$ cat src/rtl/mce_pkg.sv
// Shared types and constants of the MIDI controller expander.
package mce_pkg;

  localparam int NSLOT   = 6;
  localparam int CFG_IDX_W = 2;
  localparam int CFG_DATA_W = 16;

  localparam logic [7:0] TYPE_CTRL = 8'hB0;
  localparam logic [7:0] TYPE_PROG = 8'hC0;
  localparam logic [7:0] TYPE_BEND = 8'hE0;
  localparam logic [7:0] BYTE_NONE = 8'hFF;

  localparam logic [2:0] CLS_7BIT  = 3'd0;
  localparam logic [2:0] CLS_14BIT = 3'd1;
  localparam logic [2:0] CLS_RPN   = 3'd2;
  localparam logic [2:0] CLS_NRPN  = 3'd3;
  localparam logic [2:0] CLS_INTRN = 3'd4;
  localparam logic [2:0] CLS_RPN14 = 3'd5;
  localparam logic [2:0] CLS_NRPN14 = 3'd6;

  localparam logic [15:0] CTL_PITCH = 16'h0000;
  localparam logic [15:0] CTL_PROG  = 16'h0001;

  localparam logic [19:0] CC_BANK_MSB = 20'h00;
  localparam logic [19:0] CC_BANK_LSB = 20'h20;
  localparam logic [19:0] CC_DATA_MSB = 20'h06;
  localparam logic [19:0] CC_DATA_LSB = 20'h26;
  localparam logic [19:0] CC_RPN_MSB  = 20'h65;
  localparam logic [19:0] CC_RPN_LSB  = 20'h64;
  localparam logic [19:0] CC_NRPN_MSB = 20'h63;
  localparam logic [19:0] CC_NRPN_LSB = 20'h62;

  localparam logic [3:0] DRUM_CHANNEL = 4'd9;

  localparam logic [CFG_IDX_W-1:0] REG_WRITE_ENABLE = 2'd0;
  localparam logic [CFG_IDX_W-1:0] REG_GM_DRUM      = 2'd1;
  localparam logic [CFG_IDX_W-1:0] REG_NULL_SEND    = 2'd2;
  localparam logic [CFG_IDX_W-1:0] REG_NULL_PARAM   = 2'd3;

  typedef struct packed {
    logic        write_enable;
    logic        gm_drum_block;
    logic        null_send_enable;
    logic [15:0] null_param_value;
  } cfg_t;

  typedef struct packed {
    logic [7:0]  event_type;
    logic [3:0]  channel;
    logic [18:0] data_a;
    logic [24:0] data_b;
  } item_t;

  typedef struct packed {
    logic [7:0]  typ;
    logic [19:0] a;
    logic [24:0] b;
  } msg_t;

  typedef struct packed {
    logic              item_v;
    logic              out_load;
    logic              item_done;
    logic [NSLOT-1:0]  pick;
  } emit_status_t;

endpackage

$ cat src/rtl/mce_cfg.sv
// Configuration registers of the MIDI controller expander.
module mce_cfg (
  input  logic                              clk,
  input  logic                              rst_n,
  input  logic                              cfg_we,
  input  logic [mce_pkg::CFG_IDX_W-1:0]     cfg_index,
  input  logic [mce_pkg::CFG_DATA_W-1:0]    cfg_wdata,
  output mce_pkg::cfg_t                     cfg
);

  mce_pkg::cfg_t cfg_r;

  always_ff @(posedge clk) begin
    if (!rst_n) begin
      cfg_r.write_enable     <= 1'b0;
      cfg_r.gm_drum_block    <= 1'b0;
      cfg_r.null_send_enable <= 1'b0;
      cfg_r.null_param_value <= 16'hFFFF;
    end else if (cfg_we) begin
      unique case (cfg_index)
        mce_pkg::REG_WRITE_ENABLE: cfg_r.write_enable     <= cfg_wdata[0];
        mce_pkg::REG_GM_DRUM:      cfg_r.gm_drum_block    <= cfg_wdata[0];
        mce_pkg::REG_NULL_SEND:    cfg_r.null_send_enable <= cfg_wdata[0];
        mce_pkg::REG_NULL_PARAM:   cfg_r.null_param_value <= cfg_wdata[15:0];
        default: ;
      endcase
    end
  end

  assign cfg = cfg_r;

endmodule

$ cat src/rtl/mce_decode.sv
// Decodes one held event into a fixed set of message slots with valid bits.
module mce_decode (
  input  mce_pkg::item_t                          item,
  input  mce_pkg::cfg_t                           cfg,
  output mce_pkg::msg_t [mce_pkg::NSLOT-1:0]      slots,
  output logic [mce_pkg::NSLOT-1:0]               slot_valid
);

  logic [2:0]  cls;
  logic [7:0]  hb, lb, null_hi, null_lo;
  logic        nrpn;
  logic [19:0] a_hi7, a_lo7;
  logic [24:0] b_hi7, b_lo7;

  assign cls     = item.data_a[18:16];
  assign hb      = item.data_b[23:16];
  assign lb      = item.data_b[15:8];
  assign null_hi = cfg.null_param_value[15:8];
  assign null_lo = cfg.null_param_value[7:0];
  assign nrpn    = (cls == mce_pkg::CLS_NRPN) || (cls == mce_pkg::CLS_NRPN14);
  assign a_hi7   = {13'd0, item.data_a[14:8]};
  assign a_lo7   = {13'd0, item.data_a[6:0]};
  assign b_hi7   = {18'd0, item.data_b[13:7]};
  assign b_lo7   = {18'd0, item.data_b[6:0]};

  always_comb begin
    logic [mce_pkg::NSLOT-1:0] v;
    v = '0;
    for (int i = 0; i < mce_pkg::NSLOT; i++) begin
      slots[i] = '{typ: mce_pkg::TYPE_CTRL, a: '0, b: '0};
    end

    // Parameter select and null tail are shared by the RPN and NRPN classes.
    slots[4] = '{typ: mce_pkg::TYPE_CTRL,
                 a: nrpn ? mce_pkg::CC_NRPN_MSB : mce_pkg::CC_RPN_MSB,
                 b: {18'd0, null_hi[6:0]}};
    slots[5] = '{typ: mce_pkg::TYPE_CTRL,
                 a: nrpn ? mce_pkg::CC_NRPN_LSB : mce_pkg::CC_RPN_LSB,
                 b: {18'd0, null_lo[6:0]}};

    if (item.event_type != mce_pkg::TYPE_CTRL || cls == mce_pkg::CLS_7BIT) begin
      slots[0] = '{typ: item.event_type, a: {1'b0, item.data_a}, b: item.data_b};
      v[0] = 1'b1;
    end else begin
      unique case (cls)
        mce_pkg::CLS_14BIT: begin
          slots[0].a = a_hi7;
          slots[0].b = b_hi7;
          slots[1].a = a_lo7;
          slots[1].b = b_lo7;
          v[1:0] = 2'b11;
        end
        mce_pkg::CLS_RPN, mce_pkg::CLS_NRPN,
        mce_pkg::CLS_RPN14, mce_pkg::CLS_NRPN14: begin
          slots[0].a = nrpn ? mce_pkg::CC_NRPN_MSB : mce_pkg::CC_RPN_MSB;
          slots[0].b = {18'd0, item.data_a[14:8]};
          slots[1].a = nrpn ? mce_pkg::CC_NRPN_LSB : mce_pkg::CC_RPN_LSB;
          slots[1].b = {18'd0, item.data_a[6:0]};
          slots[2].a = mce_pkg::CC_DATA_MSB;
          v[2:0] = 3'b111;
          if (cls == mce_pkg::CLS_RPN || cls == mce_pkg::CLS_NRPN) begin
            slots[2].b = item.data_b;
          end else begin
            slots[2].b = b_hi7;
            slots[3].a = mce_pkg::CC_DATA_LSB;
            slots[3].b = b_lo7;
            v[3] = 1'b1;
          end
          v[4] = cfg.null_send_enable && (null_hi != mce_pkg::BYTE_NONE);
          v[5] = cfg.null_send_enable && (null_lo != mce_pkg::BYTE_NONE);
        end
        mce_pkg::CLS_INTRN: begin
          if (item.data_a[15:0] == mce_pkg::CTL_PITCH) begin
            slots[0] = '{typ: mce_pkg::TYPE_BEND, a: item.data_b[19:0], b: '0};
            v[0] = 1'b1;
          end else if (item.data_a[15:0] == mce_pkg::CTL_PROG &&
                       !(cfg.gm_drum_block && item.channel == mce_pkg::DRUM_CHANNEL)) begin
            slots[0] = '{typ: mce_pkg::TYPE_CTRL, a: mce_pkg::CC_BANK_MSB,
                         b: {17'd0, hb}};
            slots[1] = '{typ: mce_pkg::TYPE_CTRL, a: mce_pkg::CC_BANK_LSB,
                         b: {17'd0, lb}};
            slots[2] = '{typ: mce_pkg::TYPE_PROG, a: {13'd0, item.data_b[6:0]}, b: '0};
            v[0] = (hb != mce_pkg::BYTE_NONE);
            v[1] = (lb != mce_pkg::BYTE_NONE);
            v[2] = 1'b1;
          end
        end
        default: ;
      endcase
    end

    slot_valid = cfg.write_enable ? v : '0;
  end

endmodule

$ cat src/rtl/mce_emit.sv
// Event holding register, slot walker and output register.
module mce_emit (
  input  logic                clk,
  input  logic                rst_n,
  input  mce_pkg::cfg_t       cfg,
  input  logic                in_tvalid,
  output logic                in_tready,
  input  mce_pkg::item_t      in_item,
  output logic                out_tvalid,
  input  logic                out_tready,
  output mce_pkg::msg_t       out_msg,
  output logic [3:0]          out_channel,
  output logic                out_tlast,
  output mce_pkg::emit_status_t status
);

  mce_pkg::item_t                     item_r;
  logic                               item_v_r, item_v_nxt;
  logic [mce_pkg::NSLOT-1:0]          mask_r, mask_nxt;
  mce_pkg::msg_t [mce_pkg::NSLOT-1:0] slots;
  logic [mce_pkg::NSLOT-1:0]          slot_valid, rem, pick;
  mce_pkg::msg_t                      pick_msg;
  logic                               out_v_r, out_v_nxt;
  mce_pkg::msg_t                      out_msg_r;
  logic [3:0]                         out_ch_r;
  logic                               out_last_r;
  logic                               out_load, item_done, in_acc;

  mce_decode u_decode (
    .item       (item_r),
    .cfg        (cfg),
    .slots      (slots),
    .slot_valid (slot_valid)
  );

  assign rem = item_v_r ? (slot_valid & mask_r) : '0;

  // Lowest remaining slot goes out next; slot order is message order.
  always_comb begin
    logic found;
    found    = 1'b0;
    pick     = '0;
    pick_msg = slots[0];
    for (int i = 0; i < mce_pkg::NSLOT; i++) begin
      if (rem[i] && !found) begin
        found    = 1'b1;
        pick[i]  = 1'b1;
        pick_msg = slots[i];
      end
    end
  end

  assign out_load  = (rem != '0) && (!out_v_r || out_tready);
  assign item_done = item_v_r && ((rem == '0) || (out_load && (rem == pick)));
  assign in_tready = !item_v_r || item_done;
  assign in_acc    = in_tvalid && in_tready;

  always_comb begin
    item_v_nxt = item_v_r;
    mask_nxt   = mask_r;
    if (in_acc) begin
      item_v_nxt = 1'b1;
      mask_nxt   = '1;
    end else if (item_done) begin
      item_v_nxt = 1'b0;
    end else if (out_load) begin
      mask_nxt = mask_r & ~pick;
    end
    out_v_nxt = out_v_r;
    if (out_load) begin
      out_v_nxt = 1'b1;
    end else if (out_tready) begin
      out_v_nxt = 1'b0;
    end
  end

  always_ff @(posedge clk) begin
    if (!rst_n) begin
      item_v_r <= 1'b0;
      mask_r   <= '0;
      out_v_r  <= 1'b0;
    end else begin
      item_v_r <= item_v_nxt;
      mask_r   <= mask_nxt;
      out_v_r  <= out_v_nxt;
    end
  end

  always_ff @(posedge clk) begin
    if (in_acc) begin
      item_r <= in_item;
    end
    if (out_load) begin
      out_msg_r  <= pick_msg;
      out_ch_r   <= item_r.channel;
      out_last_r <= (rem & ~pick) == '0;
    end
  end

  assign out_tvalid  = out_v_r;
  assign out_msg     = out_msg_r;
  assign out_channel = out_ch_r;
  assign out_tlast   = out_last_r;

  assign status.item_v    = item_v_r;
  assign status.out_load  = out_load;
  assign status.item_done = item_done;
  assign status.pick      = pick;

endmodule

$ cat src/rtl/midi_controller_expander.sv
// Top level of the MIDI controller expander.
//
// Each input transaction is one MIDI event; controller events (type 0xB0) are
// expanded by controller class into a run of up to six plain MIDI messages,
// and other event types pass through as one message while writing is enabled.
// out_tlast marks the final message of each run; an event that expands to
// nothing produces no output. The event is held in an input register while
// its messages are picked one per cycle into an output register whenever the
// output is not stalled. An accepted event enters the input register and its
// first message then the output register. The next event is accepted in the
// same cycle that the last message of the current run moves to the output
// register, so single-message events stream at one per cycle if not stalled.
// When the receiver holds out_tready low, the output register keeps its
// message and the walk over the held event pauses; in_tready drops once the
// held event still has messages to send.
// The cfg port writes registers: 0 write enable, 1 GM drum block, 2 null tail
// enable, 3 null parameter value. Write it only while the block is idle.
// Synchronous reset clears the pipeline and loads the register defaults
// (all off, null parameter 0xFFFF).
module midi_controller_expander (
  input  logic        clk,
  input  logic        rst_n,
  input  logic        in_tvalid,
  output logic        in_tready,
  // event_type[7:0], channel[11:8], data_a[30:12], data_b[55:31]
  input  logic [55:0] in_tdata,
  output logic        out_tvalid,
  input  logic        out_tready,
  // out_type[7:0], out_channel[11:8], out_a[31:12], out_b[56:32], zero pad
  output logic [63:0] out_tdata,
  output logic        out_tlast,
  input  logic        cfg_we,
  input  logic [mce_pkg::CFG_IDX_W-1:0]  cfg_index,
  input  logic [mce_pkg::CFG_DATA_W-1:0] cfg_wdata
);

  mce_pkg::cfg_t         cfg;
  mce_pkg::item_t        in_item;
  mce_pkg::msg_t         out_msg;
  logic [3:0]            out_channel;
  mce_pkg::emit_status_t status;

  assign in_item.event_type = in_tdata[7:0];
  assign in_item.channel    = in_tdata[11:8];
  assign in_item.data_a     = in_tdata[30:12];
  assign in_item.data_b     = in_tdata[55:31];

  mce_cfg u_cfg (
    .clk       (clk),
    .rst_n     (rst_n),
    .cfg_we    (cfg_we),
    .cfg_index (cfg_index),
    .cfg_wdata (cfg_wdata),
    .cfg       (cfg)
  );

  mce_emit u_emit (
    .clk         (clk),
    .rst_n       (rst_n),
    .cfg         (cfg),
    .in_tvalid   (in_tvalid),
    .in_tready   (in_tready),
    .in_item     (in_item),
    .out_tvalid  (out_tvalid),
    .out_tready  (out_tready),
    .out_msg     (out_msg),
    .out_channel (out_channel),
    .out_tlast   (out_tlast),
    .status      (status)
  );

  assign out_tdata = {7'd0, out_msg.b, out_msg.a, out_channel, out_msg.typ};

  // With writing disabled, no message is ever loaded.
  a_no_write: assert property (@(posedge clk) disable iff (!rst_n)
    !cfg.write_enable |-> !status.out_load)
    else $error("message loaded while writing is disabled");

  // Exactly one slot is picked whenever a message is loaded.
  a_pick_onehot: assert property (@(posedge clk) disable iff (!rst_n)
    status.out_load |-> $onehot(status.pick))
    else $error("slot pick is not one-hot");

  // The final message of a run carries tlast.
  a_last: assert property (@(posedge clk) disable iff (!rst_n)
    status.out_load && status.item_done |=> out_tvalid && out_tlast)
    else $error("last message of a run without tlast");

  // With no event held, the input side is ready.
  a_ready: assert property (@(posedge clk) disable iff (!rst_n)
    !status.item_v |-> in_tready)
    else $error("input stalled with no event held");

endmodule
$ cat config.mk
export PLATFORM = sky130hd
export DESIGN_NAME = midi_controller_expander
export DESIGN_NICKNAME = d
export VERILOG_FILES = /design/src/rtl/mce_pkg.sv /design/src/rtl/mce_cfg.sv /design/src/rtl/mce_decode.sv /design/src/rtl/mce_emit.sv /design/src/rtl/midi_controller_expander.sv
export SDC_FILE = /design/constraint.sdc
export NUM_CORES = 1
export LEC_CHECK = 0
export BUFFER_PORTS_ARGS = -buffer_cell sky130_fd_sc_hd__buf_2
export CAP_MARGIN = 20
export CORE_UTILIZATION = 58
export CTS_CLUSTER_DIAMETER = 100
export DETAILED_ROUTE_END_ITERATION = 10
export GPL_TIMING_DRIVEN = 0
export PLACE_DENSITY = 0.78
export SYNTH_ARGS = -nofsm -noshare
export SYNTH_HDL_FRONTEND = slang
export SYNTH_HIERARCHICAL = 1
export SYNTH_SLANG_ARGS = --single-unit
$ cat constraint.sdc
create_clock -name clk -period 14.9 [get_ports clk]
set_input_delay 2.235 -clock clk [delete_from_list [all_inputs] [get_ports clk]]
set_output_delay 2.235 -clock clk [all_outputs]
set_load 0.01 [all_outputs]
# After elaboration in Yosys (flattened, before gate mapping)
# Cells that the tools add are included.
# totals
latchBits,0
memories,0
output_inout_bits,67
in_bits,79
elab_cells,133
romBits,0
register_bits,141
ramBits,0
# classes
add_sub_neg,0
n_div,0
multipliers,0
n_bitwise,4
order_cmp,0
n_reduce_logical,45
muxes,49
n_eq_ne,18
n_shift,0
# ops
op,count
case mux 45 bit (3 select lines),2
2-to-1 mux 53 bit,4
2-to-1 mux 158 bit,1
2-to-1 mux 137 bit,1
2-to-1 mux 45 bit,3
2-to-1 mux 105 bit,1
case mux 45 bit (2 select lines),1
2-to-1 mux 31 bit,2
!= test 8 bit (second input constant),5
2-to-1 mux 6 bit,5
2-to-1 mux 25 bit,1
AND 6 bit,3
2-to-1 mux 1 bit,17
equality test 16 x 1 -> 1 bit (second input constant),1
logical NOT 16 bit,1
2-to-1 mux 8 bit,2
logical AND 1 bit,13
logical NOT 6 bit,2
2-to-1 mux 3 bit,4
AND reduction 2 bit,5
equality test 3 bit (second input constant),3
logical NOT 1 bit,8
2-to-1 mux 7 bit,1
equality test 3 x 2 -> 1 bit (second input constant),2
20 further kinds,28

# Depth between registers and ports, before layout
# Gate-level depths: netlist of the first run.
# depth
depth_word,35
ltp_mapped,13
ltp_nobuf,9

# Cells and area by module
# The synthesis of the first run kept the hierarchy.
# modules_own_cells
mod,n_inst,area_per_inst_um2,cells_per_inst,seq_area_each_um2
mce_emit,1,6213.5,552,3583.4
mce_decode,1,3403.3,531,0.0
mce_cfg,1,859.6,88,380.4
midi_controller_expander,1,56.3,8,0.0

# Worst setup path after synthesis of the first run
# OpenSTA, ideal clock, no wires.
# synth_path
kind,reg-to-reg
startpoint,register u_emit/item_r[42] (netlist bit)
endpoint,"register u_emit/item_r[0] (netlist bit), enable pin"
path_stages_with_launch,11
slack_ns,9.258
period_less_slack_ns,5.642
n_path_buf,2
required_ns,14.424
t_arrival_ns,5.166
setup_time_ns,0.476
path_cell_list,edfxtp_1 > clkbuf_1 > a21boi_0 > clkbuf_1 > nor2_1 > a21oi_1 > a222oi_1 > a21oi_1 > o21ai_0 > a31oi_1 > nor2b_1
# synth_between
elab_cells_between_ends,49
classes_between,7 x eq/ne; 18 x mux; 1 x bitwise; 23 x reduce/logical
# synth_rtl
element,line,rtl
from (decl),mce_emit.sv:17,mce_pkg::item_t item_r;
from (signal assigned),mce_emit.sv:91,item_r <= in_item;
equality test 3 x 2 -> 1 bit (tied with other cells),mce_decode.sv:45,unique case (cls)
OR reduction 5 bit (no source line),--,
case mux 2 bit (2 select lines),mce_decode.sv:45,
2-to-1 mux 5 bit (*),mce_decode.sv:41,if (item.event_type != mce_pkg::TYPE_CTRL || cls == mce_pkg::CLS_7BIT) begin
2-to-1 mux 6 bit (*),mce_decode.sv:92,slot_valid = cfg.write_enable ? v : '0;
"named net u_emit.slot_valid, one bit",mce_emit.sv:21,"logic [mce_pkg::NSLOT-1:0] slot_valid, rem, pick;"
AND 6 bit (*),mce_emit.sv:36,assign rem = item_v_r ? (slot_valid & mask_r) : '0;
2-to-1 mux 6 bit (*),mce_emit.sv:36,
(+13 left out),--,
2-to-1 mux 1 bit,mce_emit.sv:45,if (rem[i] && !found) begin
equality test 6 bit,mce_emit.sv:54,assign item_done = item_v_r && ((rem == '0) || (out_load && (rem == pick)));
logical AND 1 bit,mce_emit.sv:54,
logical OR 1 bit (*),mce_emit.sv:54,
logical AND 1 bit (*),mce_emit.sv:54,
logical OR 1 bit (*),mce_emit.sv:55,assign in_tready = !item_v_r || item_done;
logical AND 1 bit (*),mce_emit.sv:56,assign in_acc = in_tvalid && in_tready;
named net u_emit.in_acc,mce_emit.sv:27,"logic out_load, item_done, in_acc;"
# The timed path passes the listed nets; every way through them passes the cells marked *.
# A chain may end at the register's enable or synchronous reset.

# Worst setup path in the final report of the first run
# layout_path
startpoint,register u_emit/item_r[48] (netlist bit)
endpoint,output port in_tready
# layout_between
elab_cells_between_ends,35
classes_between,2 x eq/ne; 14 x mux; 1 x bitwise; 18 x reduce/logical
# layout_rtl
element,line,rtl
!= test 8 bit (*),mce_decode.sv:41,
logical OR 1 bit (*),mce_decode.sv:41,
2-to-1 mux 5 bit (*),mce_decode.sv:41,
2-to-1 mux 6 bit (*),mce_decode.sv:92,
"named net u_emit.slot_valid, one bit",mce_emit.sv:21,
AND 6 bit (*),mce_emit.sv:36,
2-to-1 mux 6 bit (*),mce_emit.sv:36,
logical AND 1 bit,mce_emit.sv:45,
(+7 left out),--,
logical NOT 1 bit,mce_emit.sv:45,
logical AND 1 bit,mce_emit.sv:45,
2-to-1 mux 1 bit,mce_emit.sv:45,
equality test 6 bit,mce_emit.sv:54,
logical AND 1 bit,mce_emit.sv:54,
logical OR 1 bit (*),mce_emit.sv:54,
logical AND 1 bit (*),mce_emit.sv:54,
logical OR 1 bit (*),mce_emit.sv:55,
to (decl),midi_controller_expander.sv:24,"output logic in_tready,"
# Marks and branches as above.

==> results.md, run 1 <==
| Quantity | This run | Unit |
|---|---|---|
| Routed vias/inst | 5.37 | - |
| Instance count along the most critical hold path | 0 | - |
| HPWL Detailed | 21.8 | mm |
| IR drop worst, VDD | 78.3 | µV |
| Setup slack of the most critical reg-to-reg path | 9.70 | ns |
| GRT Util Overall | 0.329 | - |
| Final-report hold violation count | 0 | - |
| Critical path class | reg -> out | - |
| Antenna diodes | 0 | - |
| Clock period minus final worst setup slack | 7.03 | ns |
| Hold Buf Count CTS | 0 | - |
| Worst hold path endpoint | u_emit/out_channel[1] | - |
| Total length of routed wires | 29.7 | mm |
| Die width | 136 | µm |
| Nature of the critical path startpoint | flop | - |
| Die footprint | 0.0186 | mm² |
| Fillers | 1385 | - |
| Netlist Area Pre-Place | 0.0105 | mm² |
| Power density cells | 78.1 | mW/mm² |
| Initial antenna violation count | 0 | - |
| Static power due to leakage | 5.95 | nW |
| Worst R2R Path Depth | 11 | - |
| Hold path startpoint | u_emit/item_r[45] | - |
| DRC violation total after the first TritonRoute iteration | 947 | - |
| Share of the clock period used by the worst path after layout | 0.472 | - |
| CTS Buf Count | 17 | - |
| Maximum buffer depth of the clock tree | 2 | - |
| TritonCTS clock tree | yes | - |
| Synthesis-to-finish area growth | 22.1 | % |
| Area of the core | 0.0175 | mm² |
| Total negative slack for setup checks | 0 | ns |
| RSZ-0062 raised after global routing | false | - |
| Cell count after synthesis | 1171 | - |
| Standard-cell rows | 48 | - |
| Required time worst endpoint | 12.66 | ns |
| Overflow left after global routing | 0 | - |
| Post-cts resize count | 0 | - |
| Cell at the root of the clock tree | clkbuf_16 | - |
| Overall power after layout | 0.00100 | W |
| R2R Path End | u_emit/item_r[34] | - |
| Worst-path fanout max | 10 | - |
| Pin count of the biggest net entering global routing | 39 | - |
| Via count of the first global-routing pass | 8740 | - |
| Placer's final routability congestion estimate | 0.992 | - |
| Synth Area per Inst | 8.96 | µm² |
| Sinks on the clock net | 141 | - |
| Clock slew at reported path FFs | 0.07 | ns |
| Arrival time at the worst endpoint | 4.80 | ns |
| Die Y-Extent | 136 | µm |
| Type of the tightest min-delay check | reg -> reg | - |
| Initial Utilization | 0.600 | - |
| Reg2Reg Launch Point | u_emit/item_r[43] | - |
| Worst Setup End Kind | output port | - |
| Remaining antenna violation count after routing | 0 | - |
| Maximum level of the CTS H-tree | 4 | - |
| Clock latency at the later pin of the worst-skew pair | 0.44 | ns |
| Setup repair bufs after CTS | 0 | - |
| WL per Instance | 16.9 | µm |
| Setup violators final | 0 | - |
| Layout Nets | 1600 | - |
| Number of vias after detailed routing | 9446 | - |
| First-pass GRT wire length | 46.0 | mm |
| Relative slew margins | 0.384 | - |
| Max-capacitance violation count | 0 | - |
| Slew at the pin with the worst max-slew slack | 0.920 | ns |
| Residual DRC count | 0 | - |
| Result of the run | finished clean | - |
| I/O Buffers | 137 | - |
| Yosys warns | 6 | - |
| Number of search-and-repair iterations in the first detailed-routing pass | 5 | - |
| Setup skew after layout | 0.0129 | ns |
| Slew Viols, Final | 0 | - |
| Fraction of final layout cells with drive strength greater than 1 | 0.292 | - |
| Top achievable clock speed | 142 | MHz |
| I/O pin total | 146 | - |
==> layout by cell type (no fill, tap or decap), types with 5 or more instances in the layout <==
master / instances
a211o_1: 56
a21boi_0: 5
a21oi_1: 138
a22oi_1: 10
a41oi_1: 6
and2_1: 27
and3_1: 33
buf_2: 165
buf_4: 219
clkbuf_1: 56
clkbuf_16: 17
conb_1: 194
dfxtp_1: 27
edfxtp_1: 114
inv_1: 21
inv_6: 5
inv_8: 5
mux2i_1: 63
nand2_1: 86
nand3_1: 9
nand4_1: 34
nor2_1: 73
o211ai_1: 7
o211ai_2: 10
o21ai_0: 23
o221ai_2: 6
o22ai_1: 62
==> metal layers <==
metal	global-route usage	vias up	wire length, µm
met3	0.0600	63	2140
met2	0.536	434	14100
met5	0	-	0
met4	0.135	0	838
li1	-	4585	-
met1	0.431	4364	12600
==> metrics by stage <==
step                       util  instances  hold WS (ns)  cell area [µm²]  worst slack (ns)
after floorplan               -       1362         0.418            11200              9.28
after global routing      0.733       1759         0.484            12800              7.65
final                     0.733       1759         0.454            12800              7.87
after detailed placement  0.700       1726         0.444            12200              8.45
after CTS                 0.733       1758         0.460            12800              7.96
after global placement    0.697       1724         0.430            12200              7.23
==> registers in the layout, summed over array words and instances, names as in the netlist <==
signal and flops:
u_emit/mask_r 6, u_emit/item_r 56, u_emit/out_channel 4, u_emit/out_tvalid 1
u_emit/out_msg 53, u_emit/out_tlast 1, u_emit/item_v_r 1, u_cfg/cfg 19
==> cell type report <==
cell class,instances,area (µm²),area share
multi-input cells,893,5150,0.402
flip-flops and latches,141,3960,0.309
plain buffers,307,2030,0.159
repair buffers,140,731,0.0571
clock buffers,17,425,0.0332
well taps,225,282,0.0220
clock inverters,15,146,0.0114
inverters,21,78.8,0.00615
==> how the worst max path moves through the flow <==
stage | start | to | slack [ns] | cells past startpoint
detailed placement | u_emit/item_r[48] | in_tready | 8.45 | 12
floorplan | u_emit/item_r[42] | u_emit/item_r[0] | 9.28 | 10
CTS | u_emit/item_r[48] | in_tready | 7.96 | 12
finish | u_emit/item_r[48] | in_tready | 7.87 | 12
global route | u_emit/item_r[48] | in_tready | 7.65 | 12
global placement | u_emit/item_r[43] | u_emit/item_r[23] | 7.23 | 10
==> where the power goes <==
part           switching [W]  total (W)  internal [W]
Clock               0.000191   0.000414      0.000222
Combinational      0.0000573   0.000128     0.0000706
Sequential         0.0000182   0.000459      0.000440
==> worst max-delay path, cell delays in order, from the launching register on <==
cell      delay (ns)
edfxtp_1        0.40
nor4_1          0.70
and3_1          0.24
clkbuf_1        0.38
clkbuf_1        0.51
nand2_1         0.11
a21oi_1         0.37
a222oi_1        0.28
a21oi_1         0.22
o21ai_0         0.13
a31oi_1         0.77
inv_1           0.08
buf_2           0.17
(Power assumes the default switching activity.)
==> run 2: changes to the inputs <==
Settings changed: CORE_UTILIZATION 58 to 53, PLACE_DENSITY 0.78 to 0.75.
Clock period 14.9 ns to 6.1 ns, I/O delays scaled along.
==> run 2 against run 1 <==
  * Global-route usage fell by 2.4 points
  * Largest power group unchanged
  * Sequential share of layout area down 0.14 points
  * Highest routed layer unchanged
  * Core utilization fell by 7.2 points
  * Critical path depth stayed put
  * Flip-flop and latch count unchanged
  * Register-to-register slack lost 8.7 ns
  * Critical path type unchanged
==> results.md, run 2 (synthesis results as in run 1) <==
| Quantity | This run | Unit |
|---|---|---|
| Critical Path Slowest Stage Cell | a31oi_1 | - |
| Area of the core | 0.0195 | mm² |
| Number of flip-flops under the largest register name | 56 | - |
| Setup repair bufs after CTS | 0 | - |
| Clock slew at reported path FFs | 0.07 | ns |
| Maximum level of the CTS H-tree | 4 | - |
| Max-capacitance violation count | 0 | - |
| First-pass GRT wire length | 46.4 | mm |
| Via count of the first global-routing pass | 8664 | - |
| Nature of the critical path startpoint | flop | - |
| Die width | 143 | µm |
| HPWL Detailed | 22.3 | mm |
| Power density cells | 193 | mW/mm² |
| Worst-path fanout max | 10 | - |
| Type of the tightest min-delay check | reg -> reg | - |
| Total negative slack for setup checks | 0 | ns |
| Total length of routed wires | 30.3 | mm |
| Residual DRC count | 0 | - |
| Maximum buffer depth of the clock tree | 2 | - |
| Hold Buf Count CTS | 0 | - |
| Share of the clock period used by the worst path after layout | 0.904 | - |
| I/O pin total | 146 | - |
| TritonCTS clock tree | yes | - |
| Critical path class | reg -> out | - |
| Setup violators final | 0 | - |
| Required time worst endpoint | 5.18 | ns |
| Largest register by flop count | u_emit/item_r | - |
| Final cell count without fillers | 1798 | - |
| Relative slew margins | 0.223 | - |
| Post-Place Cell Area | 0.0123 | mm² |
| GRT Util Overall | 0.305 | - |
| Top library cells by usage in the layout, fill and taps aside | 219 x buf_4, 194 x conb_1, 164 x buf_2, 138 x a21oi_1, 114 x edfxtp_1 | - |
| Synthesis-to-finish area growth | 22.6 | % |
| Standard-cell rows | 51 | - |
| Result of the run | finished clean | - |
| Die Y-Extent | 143 | µm |
| Most common library cell in the layout ignoring fill and taps | buf_4 | - |
| Sinks on the clock net | 141 | - |
| Stage delay of the slowest cell on the critical path | 0.72 | ns |
| Layout Nets | 1599 | - |
| Clock latency at the later pin of the worst-skew pair | 0.43 | ns |
| Worst Setup End Kind | output port | - |
| Overflow left after global routing | 0 | - |
| Number of vias after detailed routing | 9306 | - |
| RSZ-0062 raised after global routing | false | - |
| Setup skew after layout | 0.0113 | ns |
| Remaining antenna violation count after routing | 0 | - |
| Final-report hold violation count | 0 | - |
| WL per Instance | 16.8 | µm |
| Number of search-and-repair iterations in the first detailed-routing pass | 9 | - |
| Number of placed instances with taps included | 1766 | - |
| Arrival time at the worst endpoint | 4.60 | ns |
| Post-cts resize count | 0 | - |
| CTS Buf Count | 17 | - |
| Placer's final routability congestion estimate | 0.993 | - |
| Routed vias/inst | 5.18 | - |
| DRC violation total after the first TritonRoute iteration | 917 | - |
| Static power due to leakage | 5.94 | nW |
| Clock period minus final worst setup slack | 5.51 | ns |
| Initial antenna violation count | 0 | - |
| Slew Viols, Final | 0 | - |
| Initial Utilization | 0.539 | - |
| Die footprint | 0.0204 | mm² |
| I/O Buffers | 137 | - |
| Top achievable clock speed | 181 | MHz |
| Pin count of the biggest net entering global routing | 39 | - |
| Antenna diodes | 0 | - |
| Cell at the root of the clock tree | clkbuf_16 | - |
| Cell area after layout | 0.0129 | mm² |
| IR drop worst, VDD | 190 | µV |
| Fraction of final layout cells with drive strength greater than 1 | 0.291 | - |
| Slew at the pin with the worst max-slew slack | 1.15 | ns |
| Cells traversed along the worst timing path | nor4_1, and4b_1, clkbuf_1, clkbuf_1, a41oi_1, a21oi_1, a222oi_1, a21oi_1, o21ai_0, a31oi_1, inv_1, buf_2 | - |
run 2: final timing paths:
path / from / to / slack [ns] / cells after the start
worst max-delay path: u_emit/item_r[37] / in_tready / 0.59 / 12
worst min-delay path: u_emit/item_r[44] / u_emit/out_channel[0] / 0.44 / 0
worst max register to register: u_emit/item_r[43] / u_emit/item_r[24] / 0.98 / 11
worst min register to register: u_emit/item_r[44] / u_emit/out_channel[0] / 0.44 / 0
run 2: cell type report:
class                   count  area (µm²)
clock inverters            14         156
flip-flops and latches    141        3960
inverters                  21        78.8
well taps                 265         332
plain buffers             307        2030
fillers                  1696        6600
repair buffers            139         726
clock buffers              18         429
multi-input cells         893        5150
run 2: where the power goes:
group / internal [W] / switching [W]
clock: 0.000610 / 0.000443
sequential: 0.00108 / 0.0000449
combinational: 0.000172 / 0.000140
total: 0.00186 / 0.000628
run 2: stage by stage:
stage	setup slack, ns	power (W)	util	hold WS (ns)
6_report	0.588	0.00249	0.661	0.441
5_1_grt	0.289	0.00256	0.661	0.453
4_1_cts	0.665	0.00249	0.661	0.442
3_5_place_dp	1.14	0.00144	0.631	0.431
3_3_place_gp	-1.59	0.00144	0.628	0.432
2_1_floorplan	0.480	0.00135	-	0.418
run 2: worst max-delay path: cells and delay by family (launching register included):
kind | cells | cell delay (ns)
compound gates | 6 | 2.07
flops | 1 | 0.52
simple gates | 2 | 0.62
buf+inv | 4 | 0.98
run 2: metal layers:
metal,vias to the layer above,wire length (µm),GRT usage
met5,-,0,0
met4,0,984,0.133
met3,63,1910,0.0557
met2,362,14300,0.498
met1,4301,13100,0.395
li1,4580,-,-
